[src/sv/fpa_div_step.sv]
module fpa_div_step #(
  parameter int unsigned NUM_W = 40
) (
  input  logic [NUM_W-1:0] num_i,
  input  logic [31:0]      rem_i,
  input  logic [31:0]      den_i,
  output logic [NUM_W-1:0] num_o,
  output logic [31:0]      rem_o
);

  logic [32:0] trial;
  logic [32:0] diff;
  logic        take;

  assign trial = {rem_i, num_i[NUM_W-1]};
  assign diff  = trial - {1'b0, den_i};
  assign take  = trial >= {1'b0, den_i};
  assign rem_o = take ? diff[31:0] : trial[31:0];
  assign num_o = {num_i[NUM_W-2:0], take};

endmodule

[config.mk]
export PLATFORM = sky130hd
export DESIGN_NAME = fpa_div_step
export DESIGN_NICKNAME = d
export VERILOG_FILES = /design/src/sv/fpa_div_step.sv
export SDC_FILE = /design/constraint.sdc
export NUM_CORES = 1
export LEC_CHECK = 0
export BUFFER_PORTS_ARGS = -buffer_cell sky130_fd_sc_hd__buf_4
export CAP_MARGIN = 20
export CORE_ASPECT_RATIO = 1.75
export CORE_MARGIN = 2
export CORE_UTILIZATION = 33
export DETAILED_ROUTE_END_ITERATION = 10
export GPL_ROUTABILITY_DRIVEN = 1
export PLACE_DENSITY = 0.66
export REMOVE_ABC_BUFFERS = 1
export SETUP_SLACK_MARGIN = 0.2
export SLEW_MARGIN = 15
export SYNTH_ARGS = -nofsm -noshare
export SYNTH_HDL_FRONTEND = slang
export SYNTH_SLANG_ARGS = --single-unit
[constraint.sdc]
create_clock -name vclk -period 5.15
set_input_delay 1.03 -clock vclk [all_inputs]
set_output_delay 1.03 -clock vclk [all_outputs]
set_load 0.02 [all_outputs]
==> metrics.yaml, run 1 <==
outcome: "complete, no violations"
clock_buffers: 0
nFlopsAndLatches: 0
p_per_area_mw_per_mm2: 167
drive_gt1_frac: 0.359
viasPerCell: 5.35
p_leak_nw: 1.63
min_period_ns: 4.75
yosysUniqueCellTypes: 51
track_usage: 0.194
place_congestion: 0.815
route.vias.total: 2702
crit_path_start: "rem_i[10]"
nFillCells: 866
initial_core_util: 0.335
syn_to_final_growth_pct: 20.8
timing.critical_path.required_ns: 4.12
synth_area_sq_mm: 0.00263
drc: 0
grt_remaining_overflow: 0
syn_inst: 363
die_w_um: 71.5
finalMaxSlewViolations: 0
ant_nets: 0
period_share: 0.921
nets: 554
grt_setup_unrepaired: "no"
dp_hpwl_mm: 7.79
crit_arrival_ns: 3.72
drt-total-wl_mm: 8.88
start_kind: "input pin"
wl_per_cell_um: 17.6
antenna_found_initial: 0
ff_latch_area_sq_um: 0
placed_area_sq_mm: 0.00316
synth_area_per_cell_sq_um: 7.25
grt_pass1_vias: 2571
maxCapViolations: 0
setup_viol: 0
fin_area_sq_mm: 0.00318
drt_iter0_markers: 80
irDropWorstVdd_v: 0.0000739
cp-end-kind: "output port"
port_buffers: 98
tightest_slew_ns: 0.597
coreArea_sq_mm: 0.00786
criticalPathCategory: "in2out"
io-pin-count: 176
grt_pass1_wl_mm: 13.3
antenna_cells: 0
max_freq_ghz: 0.211
cp_max_fo: 29
p_total_mw: 0.530
first_pass_iters: 4
min_path_type: "in2out"
num_rows: 43
grt_max_degree: 30
synth_seq_area_share: 0
yosysWarningCount: 0
design.die.area_sq_mm: 0.00873
worstHoldStart: "num_i[26]"
hold_viol: 0
max_slew_margin: 0.597
die_h_um: 122
-- synthesized netlist by cell type (all sizes together) (4+ instances only) --
cell type,instances,area (sq um)
inv,41,154
nand3,7,35.0
a21o,9,67.6
nand4,9,56.3
clkbuf,9,33.8
xor2,8,70.1
nand2,24,90.1
nor2b,6,37.5
a21oi,27,139
xnor2,18,158
o21a,5,45.0
a31oi,6,52.6
ha,32,400
o21ai,14,73.8
o21bai,4,30.0
mux2,29,360
nor2,23,86.3
buf,44,342
nor3,6,30.0
-- final cells by class --
type                       instances  area [sq um]  share of cell area
multi-input combinational        269          2120               0.667
timing repair buffer             105           788               0.248
inverter                          41           159              0.0500
tap                               90           113              0.0354
-- worst max-delay path: stages --
cell and delay [ns]:
buf_4 0.12, ha_1 0.41, nand4_1 0.22, nor3_2 0.22, o211ai_1 0.16, nor4b_4 0.17
o21ai_2 0.18, a31oi_4 0.13, o21a_4 0.27, inv_6 0.25, mux2_2 0.38, buf_4 0.16
-- cell families after synthesis --
group / Yosys count / synth area share
buffers and inverters: 94 / 0.201
AO/OA/AOI/OAI: 89 / 0.232
AND/OR/NAND/NOR: 89 / 0.172
adder cells (fa/ha/maj): 33 / 0.160
multiplexers: 32 / 0.148
XOR/XNOR: 26 / 0.0865
-- what timing repair did --
item                       in CTS  in global routing
setup endpoints to repair      28                 29
hold buffers                    0                  0
gates resized for setup         2                  3
gates cloned                    0                  0
buffers inserted                0                  0
-- per-layer routing --
metal	track usage	vias up	part of all wire	routed length (um)
li1	-	1347	-	-
met2	0.327	140	0.47	4210
met5	0.0309	-	0	0
met1	0.232	1209	0.39	3450
met3	0.0943	6	0.13	1170
met4	0.00472	0	0.0060	53
-- through the flow --
step	setup TNS, ns	utilization	instances	hold WS, ns	worst slack (ns)
6_report	0	0.405	505	2.06	0.404
3_5_place_dp	-0.0202	0.402	505	2.06	-0.00976
3_3_place_gp	0	0.402	505	2.06	0.146
5_1_grt	0	0.405	505	2.06	0.209
4_1_cts	0	0.403	505	2.06	0.286
2_1_floorplan	0	-	310	2.06	0.405
-- worst paths after layout --
kind	slack [ns]	endpoint	cells after the start
hold / removal	2.06	num_o[27]	0
setup / recovery	0.40	rem_o[13]	12
-- where the power goes --
| group | total, mW | internal, mW | switching [mW] | leakage (nW) |
|---|---|---|---|---|
| Sequential | 0 | 0 | 0 | 0 |
| Clock | 0 | 0 | 0 | 0 |
| Combinational | 0.530 | 0.259 | 0.271 | 1.63 |
| Total | 0.530 | 0.259 | 0.271 | 1.63 |
-- cells in the final DEF (no fill, tap or decap), types with 5 or more instances in the layout --
cell type,n
o21ai_0,13
a21o_1,9
nor2_1,23
ha_1,32
xnor2_1,18
buf_4,105
xor2_1,8
nand4_1,9
nand2_1,24
mux2_2,20
nor2b_1,6
nor3_1,5
mux2_4,9
inv_1,40
nand3_1,7
a21oi_1,25
a31oi_1,5
(Power assumes the default switching activity.)
==> run 2, diff against run 1 <==
clock period = 4.6 ns   (was 5.15 ns; I/O delays follow)
==> metrics.yaml, run 2 (synthesized netlist as in run 1, its figures left out) <==
antenna_cells: 0
die_h_um: 122
drive_gt1_frac: 0.447
cp_max_fo: 6
cts_hold_buffers: 0
max_slew_margin: 0.566
multiInputGateArea_sq_mm: 0.00230
num_rows: 43
antenna_found_initial: 0
setup_viol: 0
p_per_area_mw_per_mm2: 186
start_kind: "input pin"
crit_arrival_ns: 3.50
mostFrequentLayoutCells: "buf_4, inv_1, nand2_1, a21oi_1"
hold_viol: 0
route.vias.total: 2848
irDropWorstVdd_v: 0.0000799
initial_core_util: 0.335
timing.critical_path.required_ns: 3.68
min_path_type: "in2out"
ant_nets: 0
viasPerCell: 5.41
grt_pass1_wl_mm: 14.3
syn_to_final_growth_pct: 38.7
nFlopsAndLatches: 0
grt_pass1_vias: 2793
design.die.area_sq_mm: 0.00873
clock_buffers: 0
dp_hpwl_mm: 7.98
fin_area_sq_mm: 0.00365
finalMaxSlewViolations: 0
p_leak_nw: 1.79
die_w_um: 71.5
track_usage: 0.205
grt_setup_unrepaired: "yes"
placed_area_sq_mm: 0.00322
placed_cells: 512
maxCapViolations: 0
wl_per_cell_um: 18.2
coreArea_sq_mm: 0.00786
port_buffers: 98
grt_remaining_overflow: 0
final_common_cell: "buf_4"
criticalPathCategory: "in2out"
drt_iter0_markers: 132
cp-end-kind: "output port"
drt-total-wl_mm: 9.57
first_pass_iters: 4
period_share: 0.960
min_period_ns: 4.42
io-pin-count: 176
place_congestion: 0.853
outcome: "complete, no violations"
ff_latch_area_sq_um: 0
nets: 575
max_freq_ghz: 0.226
fin_cells: 526
drc: 0
tightest_slew_ns: 0.643
grt_max_degree: 20
nFillCells: 798
## run 2: report_power, final
group	internal [mW]	switching [mW]	leakage [nW]	total, mW
registers	0	0	0	0
logic	0.348	0.331	1.79	0.679
clock network	0	0	0	0
## run 2: final timing paths
kind,cells past startpoint,end,slack (ns),from
min,0,num_o[27],1.84,num_i[26]
max,14,rem_o[23],0.18,rem_i[6]
## run 2: final cells by class
class / instances / area share
tap: 90 / 0.0309
multi-input combinational: 269 / 0.631
timing repair buffer: 126 / 0.290
inverter: 41 / 0.0477
## run 2: per-layer routing
metal	up-vias	part of all wire	track usage
li1	1390	-	-
met1	1285	0.38	0.242
met2	157	0.48	0.347
met3	16	0.12	0.0968
met4	0	0.023	0.0165
met5	-	0	0.0309
## run 2: worst max-delay path: stages
cell and delay [ns]:
buf_4 0.12, ha_4 0.26, a21oi_4 0.14, a211oi_1 0.09, or3_4 0.35, nor4b_4 0.28
buf_4 0.17, o21ai_4 0.05, a31oi_4 0.20, o21a_4 0.20, clkinv_8 0.09, clkbuf_16 0.17
mux2_4 0.30, buf_6 0.13
## run 2: what timing repair did
action / 4_1_cts / 5_1_grt
setup buffers: 8 / 2
pin swaps: 7 / 18
endpoints found under the setup margin: 29 / 30
gates resized for setup: 13 / 44
gates cloned: 0 / 4
## run 2: stage by stage
step           utilization  hold WS [ns]  setup slack (ns)  power, mW  TNS [ns]
6_report             0.464          1.84             0.182      0.679         0
5_1_grt              0.464          1.84            0.0649      0.735         0
4_1_cts              0.432          1.84             0.201      0.632         0
3_5_place_dp         0.410          1.84           -0.0638      0.604   -0.0638
3_3_place_gp         0.410          1.84           -0.0586      0.602   -0.0586
2_1_floorplan            -          1.84            0.0750      0.385         0
