<file path="config.mk">
export PLATFORM = sky130hd
export DESIGN_NAME = fpa_back
export DESIGN_NICKNAME = d
export VERILOG_FILES = /design/src/sv/fpa_pkg.sv /design/src/sv/fpa_back.sv
export SDC_FILE = /design/constraint.sdc
export NUM_CORES = 1
export LEC_CHECK = 0
export BUFFER_PORTS_ARGS = -buffer_cell sky130_fd_sc_hd__buf_2
export CAP_MARGIN = 20
export CORE_ASPECT_RATIO = 0.9
export CORE_MARGIN = 8
export CORE_UTILIZATION = 52
export DETAILED_ROUTE_END_ITERATION = 10
export GPL_TIMING_DRIVEN = 0
export PLACE_DENSITY = 0.8
export SLEW_MARGIN = 25
export SYNTH_ARGS = -nofsm -noshare
export SYNTH_HDL_FRONTEND = slang
export SYNTH_SLANG_ARGS = --single-unit
</file>
<file path="constraint.sdc">
create_clock -name vclk -period 6.8
set_input_delay 0.34 -clock vclk [all_inputs]
set_output_delay 0.34 -clock vclk [all_outputs]
set_load 0.01 [all_outputs]
</file>
<file path="src/sv/fpa_pkg.sv">
package fpa_pkg;

  localparam int unsigned FPA_FRACTION_BITS = 8;

  typedef enum logic [3:0] {
    CMD_ADD   = 4'd0,
    CMD_SUB   = 4'd1,
    CMD_MUL   = 4'd2,
    CMD_DIV   = 4'd3,
    CMD_LT    = 4'd4,
    CMD_GT    = 4'd5,
    CMD_LE    = 4'd6,
    CMD_GE    = 4'd7,
    CMD_EQ    = 4'd8,
    CMD_NE    = 4'd9,
    CMD_MIN   = 4'd10,
    CMD_MAX   = 4'd11,
    CMD_INC   = 4'd12,
    CMD_DEC   = 4'd13,
    CMD_TOINT = 4'd14
  } cmd_e;

  typedef struct packed {
    cmd_e        cmd;
    logic [31:0] res;
    logic        cmp;
    logic        ovf;
    logic        dz;
    logic        neg;
  } ctl_t;

  typedef struct packed {
    logic [31:0] v;
    logic        ovf;
  } sat_t;

  localparam logic [31:0] SAT_MAX = 32'h7FFF_FFFF;
  localparam logic [31:0] SAT_MIN = 32'h8000_0000;

  function automatic sat_t clamp_mag(input logic neg, input logic [63:0] mag);
    sat_t r;
    r.ovf = 1'b0;
    if (neg) begin
      if (mag > 64'h0000_0000_8000_0000) begin
        r.v   = SAT_MIN;
        r.ovf = 1'b1;
      end else begin
        r.v = 32'd0 - mag[31:0];
      end
    end else begin
      if (mag > 64'h0000_0000_7FFF_FFFF) begin
        r.v   = SAT_MAX;
        r.ovf = 1'b1;
      end else begin
        r.v = mag[31:0];
      end
    end
    return r;
  endfunction

  function automatic sat_t clamp33(input logic [32:0] s);
    sat_t r;
    r.ovf = s[32] ^ s[31];
    if (r.ovf) begin
      r.v = s[32] ? SAT_MIN : SAT_MAX;
    end else begin
      r.v = s[31:0];
    end
    return r;
  endfunction

endpackage

</file>
<file path="src/sv/fpa_back.sv">
module fpa_back import fpa_pkg::*; #(
  parameter int unsigned FRACTION_BITS = FPA_FRACTION_BITS,
  localparam int unsigned NUM_W = 32 + FRACTION_BITS
) (
  input  ctl_t             ctl_i,
  input  logic [63:0]      prod_i,
  input  logic [NUM_W-1:0] quot_i,
  input  logic [31:0]      rem_i,
  input  logic [31:0]      den_i,
  output logic [31:0]      result_value_o,
  output logic             compare_true_o,
  output logic             overflowed_o,
  output logic             divide_by_zero_o
);

  logic [63:0]    prod_rnd;
  logic [NUM_W:0] quot_rnd;
  logic           round_up;
  sat_t           mul_sat;
  sat_t           div_sat;

  assign prod_rnd = (prod_i + (64'd1 << (FRACTION_BITS - 1))) >> FRACTION_BITS;
  assign round_up = {rem_i, 1'b0} >= {1'b0, den_i};
  assign quot_rnd = {1'b0, quot_i} + {{NUM_W{1'b0}}, round_up};
  assign mul_sat  = clamp_mag(ctl_i.neg, prod_rnd);
  assign div_sat  = clamp_mag(ctl_i.neg, 64'(quot_rnd));

  always_comb begin
    result_value_o   = ctl_i.res;
    compare_true_o   = ctl_i.cmp;
    overflowed_o     = ctl_i.ovf;
    divide_by_zero_o = ctl_i.dz;
    if (ctl_i.cmd == CMD_MUL) begin
      result_value_o = mul_sat.v;
      overflowed_o   = mul_sat.ovf;
    end else if (ctl_i.cmd == CMD_DIV && !ctl_i.dz) begin
      result_value_o = div_sat.v;
      overflowed_o   = div_sat.ovf;
    end
  end

endmodule

</file>
==> flow_metrics.env <==
export IMPL_status="completed"
export IMPL_initial_core_util=0.526
export IMPL_die_height_microns=129
export IMPL_drtPass1Iterations=6
export IMPL_stdcell_count=1514
export IMPL_worst_setup_path_endpoint="result_value_o[14]"
export IMPL_fmax_mhz=157
export IMPL_core_area_sq_um=13900
export IMPL_power_switching_w=0.000238
export IMPL_placement_rows=41
export IMPL_synthDominantCellAreaShare=0.0650
export IMPL_via_per_inst=6.59
export IMPL_yosys_top_cells_count="sky130_fd_sc_hd__nand2_1 (101), sky130_fd_sc_hd__nor2_1 (84), sky130_fd_sc_hd__nand3_1 (77), sky130_fd_sc_hd__o21ai_0 (61), sky130_fd_sc_hd__nor3_1 (54)"
export IMPL_syn_cell_area_sq_um=7320
export IMPL_drcViolationCount=0
export IMPL_timing_critical_path_arrival_ps=6010
export IMPL_routed_wirelength_microns=29700
export IMPL_route_antenna_remaining_nets=0
export IMPL_first_iter_violations=1355
export IMPL_yosysMostFrequentCell="sky130_fd_sc_hd__nand2_1"
export IMPL_placed_cell_count=1513
export IMPL_area_sequential_sq_um=0
export IMPL_worst_ir_drop_vdd_mv=0.0326
export IMPL_routedWlPerCell_microns=19.6
export IMPL_cp_slowest_stage_delay_ps=540
export IMPL_min_delay_path_class="primary input to output port"
export IMPL_fin_setup_tns_ps=0
export IMPL_ratio_of_final_minimum_period_to_clock_period=0.934
export IMPL_max_slew_margin_rel=0.417
export IMPL_hold_viol_final=0
export IMPL_power_density_nw_per_um2=45.6
export IMPL_comb_power_share=1.000
export IMPL_final_setup_viol_count=0
export IMPL_startpoint_type="primary input"
export IMPL_power_leakage_nw=3.33
export IMPL_number_of_i_o_pins=243
export IMPL_required_ps=6460
export IMPL_synthesis_nets=1355
export IMPL_crit_top_cell="sky130_fd_sc_hd__buf_2"
export IMPL_dieWidth_microns=141
export IMPL_worst_pin_slew_ps=867
export IMPL_yosysWarnings=0
export IMPL_netlist_cell_type_count=96
export IMPL_sequential_power_share=0
export IMPL_finalWeightedCongestion=1.03
export IMPL_syn_to_final_growth_pct=17.8
export IMPL_drive_above_1_share=0.255
export IMPL_worst_path_max_fanout=10
export IMPL_maximum_number_of_pins_on_one_net_before_global_route_repair=11
export IMPL_global_route_overflow_total=0
export IMPL_rsz0062_at_grt="false"
export IMPL_vias_in_the_first_global_route=9172
export IMPL_final_max_slew_violation_count=0
export IMPL_clock_buffers=0
export IMPL_mean_cell_area_of_the_mapped_netlist_sq_um=6.60
export IMPL_fp_dieArea_sq_um=18100
export IMPL_grt_antenna_before_repair=0
export IMPL_drv_cap=0
export IMPL_design_seq_count=0
export IMPL_synth_sequential_area_ratio=0
export IMPL_syn_instance_count=1109
export IMPL_count_of_hold_buffers_inserted_by_post_cts_repair=0
export IMPL_portBuffers=211
export IMPL_wire_length_of_the_first_global_routing_pass_microns=46300
export IMPL_timing_critical_path_to_type="output port"
export IMPL_all_layer_gr_usage=0.306
export IMPL_post_layout_total_power_w=0.000393
export IMPL_startpoint="den_i[1]"
export IMPL_final_net_count=1568
export IMPL_slowest_cp_cell="sky130_fd_sc_hd__a2111oi_2"
export IMPL_via_count=9981
export IMPL_worst_setup_path_type="primary input to output port"
export IMPL_yosys_top_cells_area="sky130_fd_sc_hd__ha_1 (6.5%), sky130_fd_sc_hd__xor2_1 (5.4%), sky130_fd_sc_hd__nand3_1 (5.3%), sky130_fd_sc_hd__nand2_1 (5.2%), sky130_fd_sc_hd__xnor2_1 (4.7%)"
export IMPL_cellInternalPower_w=0.000155
export IMPL_post_cts_setup_buffer_count=0
export IMPL_detailed_place_hpwl_microns=25000
export IMPL_cts_resized=0
export IMPL_clock_power_share=0
export IMPL_synth_largest_area_cell="sky130_fd_sc_hd__ha_1"
export IMPL_finalCriticalPeriod_ps=6350
export IMPL_power_switching_share=0.605
worst max-delay path, delay by kind of cell:
family	cells	cell delay, ps
compound gates	13	2360
simple gates	6	1340
buf+inv	6	990
fa+ha+maj	3	710
xor+xnor	1	260
layer usage:
layer | track usage | share of wire | up-vias
met5 | 0 | 0 | -
met4 | 0.0701 | 0.024 | 0
met3 | 0.0826 | 0.14 | 50
met2 | 0.485 | 0.43 | 657
met1 | 0.405 | 0.40 | 4575
li1 | - | - | 4699
how the worst min path moves through the flow:
stage	cells after the start	end	slack, ps	from
finish	2	compare_true_o	870	ctl_i[3]
global placement	2	compare_true_o	870	ctl_i[3]
CTS	2	compare_true_o	870	ctl_i[3]
global route	2	compare_true_o	880	ctl_i[3]
detailed placement	2	compare_true_o	870	ctl_i[3]
floorplan	1	compare_true_o	770	ctl_i[3]
power by group through the flow:
| stage | sequential [W] | combinational (W) | clock, W |
|---|---|---|---|
| 2_1_floorplan | 0 | 0.000228 | 0 |
| 5_1_grt | 0 | 0.000429 | 0 |
| 3_3_place_gp | 0 | 0.000378 | 0 |
| 6_report | 0 | 0.000393 | 0.0000000000198 |
| 3_5_place_dp | 0 | 0.000383 | 0 |
| 4_1_cts | 0 | 0.000385 | 0 |
layout make-up:
type | count | area, sq um
fill | 1407 | 5280
antenna | 1 | 2.50
timing repair buffer | 211 | 1060
multi-input combinational | 993 | 6790
buffer | 72 | 373
inverter | 44 | 165
tap | 193 | 241
stage by stage:
stage | hold WS (ps) | utilization | setup slack, ps | cell area (sq um)
CTS | 870 | 0.620 | 543 | 8620
global route | 882 | 0.620 | 41.3 | 8620
detailed placement | 870 | 0.620 | 552 | 8620
global placement | 870 | 0.620 | 579 | 8620
floorplan | 772 | - | 1510 | 7320
finish | 869 | 0.620 | 448 | 8620
cell families after synthesis:
kind of cell | count (synthesis) | share of synthesized area
XOR/XNOR | 84 | 0.101
AO/OA/AOI/OAI | 300 | 0.293
multiplexers | 20 | 0.0286
AND/OR/NAND/NOR | 551 | 0.439
adder cells (fa/ha/maj) | 38 | 0.0650
buffers and inverters | 116 | 0.0735
layout by cell type (no fill, tap or decap), types with 7 or more instances in the layout:
master                     instances
sky130_fd_sc_hd__xor2_1           45
sky130_fd_sc_hd__o21ai_0          61
sky130_fd_sc_hd__o221ai_1         10
sky130_fd_sc_hd__and3_1           19
sky130_fd_sc_hd__mux2i_1          13
sky130_fd_sc_hd__or4_1            14
sky130_fd_sc_hd__xnor2_1          39
sky130_fd_sc_hd__nand2_1         101
sky130_fd_sc_hd__o31ai_1          10
sky130_fd_sc_hd__a211oi_1         13
sky130_fd_sc_hd__and2_1           10
sky130_fd_sc_hd__buf_4            13
sky130_fd_sc_hd__or3_1            14
sky130_fd_sc_hd__nor3b_1          12
sky130_fd_sc_hd__o21a_1           13
sky130_fd_sc_hd__a21o_1           14
sky130_fd_sc_hd__ha_1             38
sky130_fd_sc_hd__nand3_1          77
sky130_fd_sc_hd__mux2_2            7
sky130_fd_sc_hd__nand4_1          41
sky130_fd_sc_hd__o211ai_1         11
sky130_fd_sc_hd__a21oi_1          53
sky130_fd_sc_hd__clkbuf_1         25
sky130_fd_sc_hd__o22ai_1          14
sky130_fd_sc_hd__and4_1           22
sky130_fd_sc_hd__nor2_1           84
sky130_fd_sc_hd__buf_2           241
sky130_fd_sc_hd__nand2b_1          9
sky130_fd_sc_hd__nor4_1           21
sky130_fd_sc_hd__a31oi_1          12
sky130_fd_sc_hd__inv_1            44
sky130_fd_sc_hd__nor3_1           54
No activity file was read; power rests on OpenSTA's default activity.
