--- config.mk ---
export PLATFORM = sky130hd
export DESIGN_NAME = fpa_front
export DESIGN_NICKNAME = d
export VERILOG_FILES = /design/src/sv/fpa_pkg.sv /design/src/sv/fpa_front.sv
export SDC_FILE = /design/constraint.sdc
export NUM_CORES = 1
export LEC_CHECK = 0
export ABC_AREA = 1
export ABC_CLOCK_PERIOD_IN_PS = 3900
export BUFFER_PORTS_ARGS = -buffer_cell sky130_fd_sc_hd__clkbuf_2
export CORE_UTILIZATION = 55
export DETAILED_ROUTE_END_ITERATION = 10
export PLACE_DENSITY_LB_ADDON = 0.08
export RECOVER_POWER = 25
export SYNTH_ARGS = -nofsm -noshare
export SYNTH_HDL_FRONTEND = slang
export SYNTH_SLANG_ARGS = --single-unit
--- constraint.sdc ---
create_clock -name vclk -period 3.9
set_clock_uncertainty 0.2 [all_clocks]
set_input_delay 0.78 -clock vclk [all_inputs]
set_output_delay 0.78 -clock vclk [all_outputs]
set_load 0.01 [all_outputs]
--- src/sv/fpa_pkg.sv ---
package fpa_pkg;

  localparam int unsigned FPA_FRACTION_BITS = 8;

  typedef enum logic [3:0] {
    CMD_ADD   = 4'd0,
    CMD_SUB   = 4'd1,
    CMD_MUL   = 4'd2,
    CMD_DIV   = 4'd3,
    CMD_LT    = 4'd4,
    CMD_GT    = 4'd5,
    CMD_LE    = 4'd6,
    CMD_GE    = 4'd7,
    CMD_EQ    = 4'd8,
    CMD_NE    = 4'd9,
    CMD_MIN   = 4'd10,
    CMD_MAX   = 4'd11,
    CMD_INC   = 4'd12,
    CMD_DEC   = 4'd13,
    CMD_TOINT = 4'd14
  } cmd_e;

  typedef struct packed {
    cmd_e        cmd;
    logic [31:0] res;
    logic        cmp;
    logic        ovf;
    logic        dz;
    logic        neg;
  } ctl_t;

  typedef struct packed {
    logic [31:0] v;
    logic        ovf;
  } sat_t;

  localparam logic [31:0] SAT_MAX = 32'h7FFF_FFFF;
  localparam logic [31:0] SAT_MIN = 32'h8000_0000;

  function automatic sat_t clamp_mag(input logic neg, input logic [63:0] mag);
    sat_t r;
    r.ovf = 1'b0;
    if (neg) begin
      if (mag > 64'h0000_0000_8000_0000) begin
        r.v   = SAT_MIN;
        r.ovf = 1'b1;
      end else begin
        r.v = 32'd0 - mag[31:0];
      end
    end else begin
      if (mag > 64'h0000_0000_7FFF_FFFF) begin
        r.v   = SAT_MAX;
        r.ovf = 1'b1;
      end else begin
        r.v = mag[31:0];
      end
    end
    return r;
  endfunction

  function automatic sat_t clamp33(input logic [32:0] s);
    sat_t r;
    r.ovf = s[32] ^ s[31];
    if (r.ovf) begin
      r.v = s[32] ? SAT_MIN : SAT_MAX;
    end else begin
      r.v = s[31:0];
    end
    return r;
  endfunction

endpackage

--- src/sv/fpa_front.sv ---
module fpa_front import fpa_pkg::*; #(
  parameter int unsigned FRACTION_BITS = FPA_FRACTION_BITS
) (
  input  logic [3:0]  command_i,
  input  logic [31:0] operand_a_i,
  input  logic [31:0] operand_b_i,
  output ctl_t        ctl_o,
  output logic [31:0] mag_a_o,
  output logic [31:0] mag_b_o
);

  logic signed [31:0] a;
  logic signed [31:0] b;
  logic [32:0] sum;
  logic [32:0] dif;
  logic [32:0] incr;
  logic [32:0] decr;
  sat_t sat;

  assign a = operand_a_i;
  assign b = operand_b_i;
  assign sum  = {a[31], a} + {b[31], b};
  assign dif  = {a[31], a} - {b[31], b};
  assign incr = {a[31], a} + 33'd1;
  assign decr = {a[31], a} - 33'd1;
  assign mag_a_o = a[31] ? 32'd0 - operand_a_i : operand_a_i;
  assign mag_b_o = b[31] ? 32'd0 - operand_b_i : operand_b_i;

  always_comb begin
    ctl_o     = '0;
    ctl_o.cmd = cmd_e'(command_i);
    ctl_o.neg = a[31] ^ b[31];
    sat       = '0;
    unique case (cmd_e'(command_i))
      CMD_ADD: sat = clamp33(sum);
      CMD_SUB: sat = clamp33(dif);
      CMD_INC: sat = clamp33(incr);
      CMD_DEC: sat = clamp33(decr);
      CMD_DIV: begin
        if (operand_b_i == 32'd0) begin
          ctl_o.dz = 1'b1;
          sat.ovf  = 1'b1;
          sat.v    = a[31] ? SAT_MIN : SAT_MAX;
        end
      end
      CMD_LT:    ctl_o.cmp = a < b;
      CMD_GT:    ctl_o.cmp = a > b;
      CMD_LE:    ctl_o.cmp = a <= b;
      CMD_GE:    ctl_o.cmp = a >= b;
      CMD_EQ:    ctl_o.cmp = a == b;
      CMD_NE:    ctl_o.cmp = a != b;
      CMD_MIN:   sat.v = (a < b) ? operand_a_i : operand_b_i;
      CMD_MAX:   sat.v = (a > b) ? operand_a_i : operand_b_i;
      CMD_TOINT: sat.v = 32'(a >>> FRACTION_BITS);
      default:   sat = '0;
    endcase
    ctl_o.res = sat.v;
    ctl_o.ovf = sat.ovf;
  end

endmodule

==> out/results.ini, run 1 <==
[placement]
hpwl_microns = 45700
place_congestion = 1.13
port_buffers = 172
post-place-ws_ns = -0.520

[yosys]
muxShareOfSynthArea_pct = 0
synthTopCellsByArea = nand2_1 (26%), nor2_1 (10%), nand3_1 (9.5%)
synth.top_cells.by_count = nand2_1 (750), nor2_1 (296), inv_1 (230), nand3_1 (209), xor2_1 (116)
yosys_warnings = 0
synth_compound_area_share_pct = 11.1
yosys.area_share.simple_pct = 56.2
yosysTopAreaCellShare_pct = 25.5
yosysSeqAreaShare_pct = 0
yosys.area.top_type = nand2_1
synth_xor_area_share_pct = 9.45
syn_inst = 2216
synth_top_family_by_area = simple AND/OR/NAND/NOR gates
synth.avg_cell_area_sq_um = 4.98
post_synth_fa_ha_maj_area_fraction_pct = 7.96
netlist_area_sq_um = 11000
yosysMostFrequentCell = nand2_1
synth_fp_nets = 2353
ys_types = 48

[outcome]
tool.error = [ERROR GRT-0116] Global routing finished with congestion. Check the congestion regions in the DRC Viewer.
haltStage = 5_1_grt
status = did not finish

[global_route]
grt_pass1_wl_microns = 114000
track_usage_pct = 72.9
grt_pass1_vias = 20400
grt_overflow = 13
grt_max_degree = 61

[floorplanning]
initial_core_util_pct = 56.3
ios = 172
die_w_microns = 144
die_h_microns = 144
rows = 51

[clocking]
cts_hold_buf = 0

## per-stage QoR
| step | instance area (sq um) | hold slack [ns] | cells |
|---|---|---|---|
| CTS | 17100 | 1.59 | 3083 |
| detailed placement | 15400 | 1.59 | 3018 |
| global placement | 15400 | 1.59 | 3018 |
| floorplan | 11000 | 1.41 | 2216 |
## cells by family after synthesis
kind of cell | after synthesis
AO/OA/AOI/OAI | 211
XOR/XNOR | 119
adder cells (fa/ha/maj) | 69
buffers and inverters | 377
AND/OR/NAND/NOR | 1440
## routing by layer
layer,overflow,global-route usage [%]
met1,0,74.2
met2,4,92.0
met3,1,55.5
met4,8,68.4
met5,0,20.1
## what timing repair did
item	in CTS
resized for setup	238
setup endpoints to repair	43
endpoints found under the hold margin	0
gates cloned	12
pin swaps	74
buffers inserted	53
==> run 2: changes to the inputs <==
--- a/config.mk
+++ b/config.mk
@@ -6,11 +6,11 @@
 export NUM_CORES = 1
 export LEC_CHECK = 0
 export ABC_AREA = 1
-export ABC_CLOCK_PERIOD_IN_PS = 3900
+export ABC_CLOCK_PERIOD_IN_PS = 5070
 export BUFFER_PORTS_ARGS = -buffer_cell sky130_fd_sc_hd__clkbuf_2
-export CORE_UTILIZATION = 55
+export CORE_UTILIZATION = 40
 export DETAILED_ROUTE_END_ITERATION = 10
-export PLACE_DENSITY_LB_ADDON = 0.08
+export PLACE_DENSITY_LB_ADDON = 0.15
 export RECOVER_POWER = 25
 export SYNTH_ARGS = -nofsm -noshare
 export SYNTH_HDL_FRONTEND = slang
==> constraint.sdc (replaced) <==
create_clock -name vclk -period 5.07
set_clock_uncertainty 0.2 [all_clocks]
set_input_delay 1.014 -clock vclk [all_inputs]
set_output_delay 1.014 -clock vclk [all_outputs]
set_load 0.01 [all_outputs]
==> run 2 against run 1 <==
The flow now finishes without violations. Synthesized cell count did not move. Synthesized area did not move.
==> out/results.ini, run 2 <==
[power]
max-vdd-ir-drop_mv = 0.0600
leakage_uw = 0.00704
cellPowerDensity_nw_per_um2 = 125

[yosys]
synth.top_cells.by_count = nand2_1 (750), nor2_1 (296), inv_1 (230), nand3_1 (209), xor2_1 (116)
yosysTopAreaCellShare_pct = 25.5
ys_types = 48
yosys.area.top_type = nand2_1
yosysMostFrequentCell = nand2_1
synth_fp_nets = 2353
synth.avg_cell_area_sq_um = 4.98
synthTopCellsByArea = nand2_1 (26%), nor2_1 (10%), nand3_1 (9.5%)
yosysSeqAreaShare_pct = 0
yosys_warnings = 0
syn_inst = 2216
netlist_area_sq_um = 11000

[routing]
wl_microns = 56600
postRouteAntennaNets = 0
drt_drc_violations_left = 0
via_count = 15400
drt-vias-per-instance = 5.61
detail_route.wl_per_cell_microns = 20.6
detail_route.iter0.violations = 1873
dr.pass1.iters = 6

[timing]
finalWorstSetupSlack_ns = 0.0889
worstMarginPinSlew_ns = 0.638
slew_headroom_pct = 57.1
setup_tns_ns = 0
clock.fmax_ghz = 0.201
period_share_pct = 98.2
finalMaxSlewViolations = 0
final_hold_viol_count = 0
rsz0062_at_grt = no
period_needed_ns = 4.98
setup_viol = 0

[hold_path]
hold_path_class = input pin to output port

[placement]
port_buffers = 172
post-place-ws_ns = 0.124
hpwl_microns = 48200
place_congestion = 0.991
dp.cells = 2743

[final_layout]
fillCellCount = 3160
num-nets-final = 2542
antenna_cells = 0
final_common_cell = nand2_1
stdcell_count = 2744
layout_common_cells = nand2_1 (743), nor2_1 (289), inv_1 (230)
area_delta_synth_final_pct = 17.1
flops_and_latches = 0
nClkBuffers = 0
drive_above_1_share_pct = 17.5
regArea_sq_um = 0

[floorplanning]
rows = 60
dieArea_sq_um = 28200
ios = 172
die_h_microns = 168
core_area_sq_um = 27000
die_w_microns = 168
initial_core_util_pct = 40.8

[global_route]
grt_pass1_vias = 14400
grt_pass1_wl_microns = 84600
grt_antenna_before_repair = 1
grt_max_degree = 54
track_usage_pct = 39.1
grt_overflow = 0

[setup_path]
endpoint_kind = output port
worst-setup-path-type = input pin to output port
setup.worst_path.start_class = input pin
cp_data_arrival_time_ns = 3.77
worstPathMaxFanout = 23
cp.required_ns = 3.86

[job]
drv_cap = 0

[outcome]
status = completed

[clocking]
cts_hold_buf = 0

-- run 2: repair_timing --
| action | in CTS | in global routing |
|---|---|---|
| gates resized for setup | 0 | 39 |
| setup buffers | 0 | 1 |
| setup endpoints to repair | 0 | 27 |
-- run 2: power breakdown --
| part | total (uW) | internal, uW | switching [uW] |
|---|---|---|---|
| Sequential | 0 | 0 | 0 |
| Combinational | 1610 | 541 | 1070 |
| Clock | 0 | 0 | 0 |
| Total | 1610 | 541 | 1070 |
-- run 2: layer usage --
layer | track usage (%) | up-vias | wire length, microns
met5 | 0 | - | 0
met4 | 11.1 | 0 | 1680
met3 | 5.95 | 78 | 5570
met2 | 62.3 | 812 | 24700
met1 | 54.3 | 7088 | 24700
li1 | - | 7419 | -
-- run 2: worst max-delay path: stages --
cell and delay (ns):
clkbuf_2 0.11, clkbuf_1 0.17, inv_1 0.14, ha_1 0.23
nand4_1 0.24, nor2_1 0.20, nand4_1 0.26, nor2_1 0.20
buf_4 0.19, nand4_2 0.13, buf_4 0.27, nand2_1 0.09
nor2_1 0.04, nand2_1 0.11, nor2_1 0.08, nand4_1 0.12
clkbuf_2 0.15
-- run 2: path summary, 6_finish.rpt --
check             depth (start not counted)  slack, ns            from         to
hold / removal                            2       2.06    command_i[0]  ctl_o[36]
setup / recovery                         17       0.09  operand_b_i[0]  ctl_o[16]
-- run 2: layout make-up --
type	instances	area, sq um	area share [%]
inverter	250	941	7.29
multi-input combinational	1839	9470	73.4
tap	341	427	3.30
timing repair buffer	314	2070	16.1
-- run 2: stage by stage --
| stage | hold slack [ns] | util (%) | cell area [sq um] | total power [uW] |
|---|---|---|---|---|
| 6_report | 2.06 | 47.8 | 12900 | 1610 |
| 5_1_grt | 2.07 | 47.8 | 12900 | 1740 |
| 4_1_cts | 2.06 | 47.4 | 12800 | 1550 |
| 3_5_place_dp | 2.06 | 47.4 | 12800 | 1550 |
| 3_3_place_gp | 2.06 | 47.4 | 12800 | 1550 |
| 2_1_floorplan | 1.88 | - | 11000 | 962 |
-- run 2: kinds of logic after synthesis --
| group | count (synthesis) | share of synthesized area, % |
|---|---|---|
| adders and majority gates | 69 | 7.96 |
| xor gates and xnor gates | 119 | 9.45 |
| buffers and inverters | 377 | 15.3 |
| AOI/OAI and AO/OA | 211 | 11.1 |
| and+or+nand+nor | 1440 | 56.2 |
Power figures use the tool's default switching activity.
